[src/design/sit_ram.sv]
// Generic single-write, single-read RAM with a registered read port.
// No dependencies.
`default_nettype none

module sit_ram
#(
    parameter  int WIDTH = 8,
    parameter  int DEPTH = 16,
    localparam int AW    = $clog2(DEPTH)
)
(
    input  logic             clk,
    input  logic             we,
    input  logic [AW-1:0]    waddr,
    input  logic [WIDTH-1:0] wdata,
    input  logic [AW-1:0]    raddr,
    output logic [WIDTH-1:0] rdata
);

    logic [WIDTH-1:0] mem_reg [DEPTH];
    logic [WIDTH-1:0] rdata_reg;

    always_ff @(posedge clk)
    begin
        if (we)
        begin
            mem_reg[waddr] <= wdata;
        end
        rdata_reg <= mem_reg[raddr];
    end

    assign rdata = rdata_reg;

endmodule

`default_nettype wire

[config.mk]
export PLATFORM = sky130hd
export DESIGN_NAME = sit_ram
export DESIGN_NICKNAME = d
export VERILOG_FILES = /design/src/design/sit_ram.sv
export SDC_FILE = /design/constraint.sdc
export NUM_CORES = 1
export LEC_CHECK = 0
export BUFFER_PORTS_ARGS = -buffer_cell sky130_fd_sc_hd__buf_2
export CAP_MARGIN = 40
export CORE_MARGIN = 3
export CORE_UTILIZATION = 40
export DETAILED_ROUTE_END_ITERATION = 10
export HOLD_SLACK_MARGIN = 0.15
export SLEW_MARGIN = 20
export SYNTH_ARGS = -nofsm -noshare
export SYNTH_HDL_FRONTEND = slang
export SYNTH_SLANG_ARGS = --single-unit
[constraint.sdc]
create_clock -name clk -period 1.68 [get_ports clk]
set_input_delay 0 -clock clk [delete_from_list [all_inputs] [get_ports clk]]
set_output_delay 0 -clock clk [all_outputs]
set_load 0.1 [all_outputs]
==> results.yml <==
synthesis:
  ys_warn_count: 0
  synth_cell_types: 19
  syn_inst: 229
  synthesis.area_sq_mm: 0.00515
  synth_sequential_area_ratio_pct: 77.8
  synth_area_per_cell_sq_um: 22.5
  synth_nets: 247
  ys_ff_latch: 136
global_routing:
  grt_overflow: 0
  grt_max_degree: 33
  grt_usage_pct: 15.1
  grt_pass1_wl_um: 15400
  first_global_vias: 2592
  grt_antenna_before_repair: 0
detailed_routing:
  wl_met3_um: 320
  wl_per_cell_um: 20.8
  wl_met2_um: 4900
  drtAntennaViolNets: 0
  vias: 2430
  drc: 0
  drt-met1-wl_um: 4460
  drt_iter0_drc: 278
  topRoutingLayerUsed: "met4"
  dr.pass1.iters: 4
  wl_um: 9850
  via_per_inst: 5.14
final_layout:
  n_antenna_cell: 0
  drive_above_1_share_pct: 30.8
  final_common_cell: "edfxtp_1"
  fin_area_sq_mm: 0.00626
  largest_register_ff_count: 128
  nFillCells: 1022
  nNetsFinal: 310
  synthToLayoutAreaGrowth_pct: 21.7
  final_cell_mix: "edfxtp_1 (128), buf_2 (25), mux4_2 (18), buf_4 (18), clkbuf_16 (17)"
pwr:
  p_int_uw: 6310
  switching_share_pct: 21.8
  p_clk_share_pct: 46.1
  power_density_mw_per_mm2: 1290
  peakVddDrop_uv: 934
  leakage_uw: 0.00213
  switching_power_uw: 1760
  combPwrFrac_pct: 6.6
  p_seq_share_pct: 47.3
critical_path:
  crit_chain: "mux4_1 -> a22oi_1 -> nand2_1"
  cp_slowest_cell: "mux4_1"
  cp-end-kind: "flip-flop"
  path_buf_inv: 0
  reg2reg_from: "mem_reg[1][2]"
  cp_max_fo: 1
  max_stage_delay_ps: 540
  worstPathRequired_ps: 1970
  timing.critical_path.max_delay_family: "multiplexers"
  cp.arrival_ps: 1710
  path_class: "flip-flop to flip-flop"
  start_kind: "flip-flop"
  critPathLaunch: "mem_reg[1][2]"
floorplanning:
  pin_count: 26
  start_util_pct: 41.8
  die_w_um: 119
  fp.dieH_um: 119
  core_region_area_sq_mm: 0.0123
  num_rows: 40
  die_area_sq_mm: 0.0143
clock_network:
  cts_setup_buffers: 0
  clk_path_buf_depth: 2
  clock-sinks: 136
  cts_htree_levels: 4
  cts_inserted_buffers: 17
  clkTransAtPathRegs_ps: 60
  clockRootBuffer: "clkbuf_16"
  tritoncts: "yes"
  clock_latency_ps: 410
placement:
  placed_cell_area_sq_mm: 0.00557
  hpwl_um: 6300
  gp_congestion: 0.726
  io_buffers: 25
timing:
  grt_setup_unrepaired: "false"
  fin_tns_setup_ps: 0
  slew_violations: 0
  fin_crit_ps: 1420
  clock_skew_ps: 6.85
  setup-violations-final: 0
  hold_viol_final: 0
  period_share_pct: 84.7
  worst_slew_pin_slew_ps: 610
  relSlewSlack_pct: 59.2
  timing.fmax_mhz: 702
job:
  drv_cap: 0
outcome:
  status: "finished clean"
min_path:
  hp-class: "input port to flip-flop"
  hold_start: "waddr[0]"
==> metal layers <==
metal	vias to the layer above	track usage, %
met5	-	0
met4	0	6.66
met3	13	4.13
met2	49	23.6
met1	1265	19.9
li1	1103	-
==> worst paths after layout <==
kind | end | slack (ps) | cells after the start
hold / removal | mem_reg[4][1] | 180 | 3
setup / recovery | rdata[2] | 260 | 3
hold reg to reg | rdata[0] | 670 | 3
setup reg to reg | rdata[2] | 260 | 3
==> worst register-to-register path, stage by stage, from the launching register on <==
cell and delay (ps):
edfxtp_1 380, mux4_1 540, a22oi_1 290, nand2_1 100
==> power by group through the flow <==
stage / clock, uW / sequential (uW) / combinational, uW
final: 3720 / 3820 / 530
after global routing: 3970 / 3820 / 566
after CTS: 3770 / 3820 / 539
after detailed placement: 0 / 3890 / 521
after global placement: 0 / 3880 / 515
after floorplan: 0 / 4050 / 193
==> through the flow <==
stage | utilization (%) | setup WS, ps | hold slack (ps) | instances | power (uW)
2_1_floorplan | - | 187 | 98.9 | 229 | 4240
3_3_place_gp | 45.3 | 256 | 385 | 432 | 4400
3_5_place_dp | 45.3 | 268 | 403 | 432 | 4410
4_1_cts | 50.9 | 265 | 168 | 473 | 8130
5_1_grt | 50.9 | 204 | 188 | 473 | 8350
6_report | 50.9 | 256 | 180 | 473 | 8070
==> timing repair <==
action                                  in CTS  in global routing
hold endpoints to repair                   131                  0
endpoints found under the setup margin       0                  0
hold buffers                                 9                  0
gates resized for setup                      0                  0
==> logic make-up (layout without fill, tap and decap cells) <==
family,Yosys count,after routing,share of synthesized area (%)
buffers and inverters,10,86,1.68
DFF,136,136,77.8
AOI/OAI and AO/OA,16,16,2.33
muxes,32,32,15.0
and+or+nand+nor,35,35,3.18
==> Yosys cell counts (all sizes together) <==
cell type / number / share of area [%]
nor2: 13 / 0.95
or3b: 1 / 0.17
dfxtp: 8 / 3.1
nor2b: 1 / 0.12
buf: 7 / 1.1
nand3b: 2 / 0.29
mux4: 32 / 15
nand2: 9 / 0.66
clkdlybuf4s25: 3 / 0.58
nor3: 4 / 0.39
nand2b: 2 / 0.24
and2b: 1 / 0.15
and2: 1 / 0.12
edfxtp: 128 / 75
a22oi: 16 / 2.3
nand3: 1 / 0.097
==> area by class of cell <==
class	count	area (sq um)	share of cell area [%]
tap	168	210	3.36
clock buffer	19	433	6.91
multi-input combinational	83	1060	16.9
clock inverter	13	169	2.70
sequential	136	4000	63.9
timing repair buffer	54	390	6.23
(Power assumes the default switching activity.)
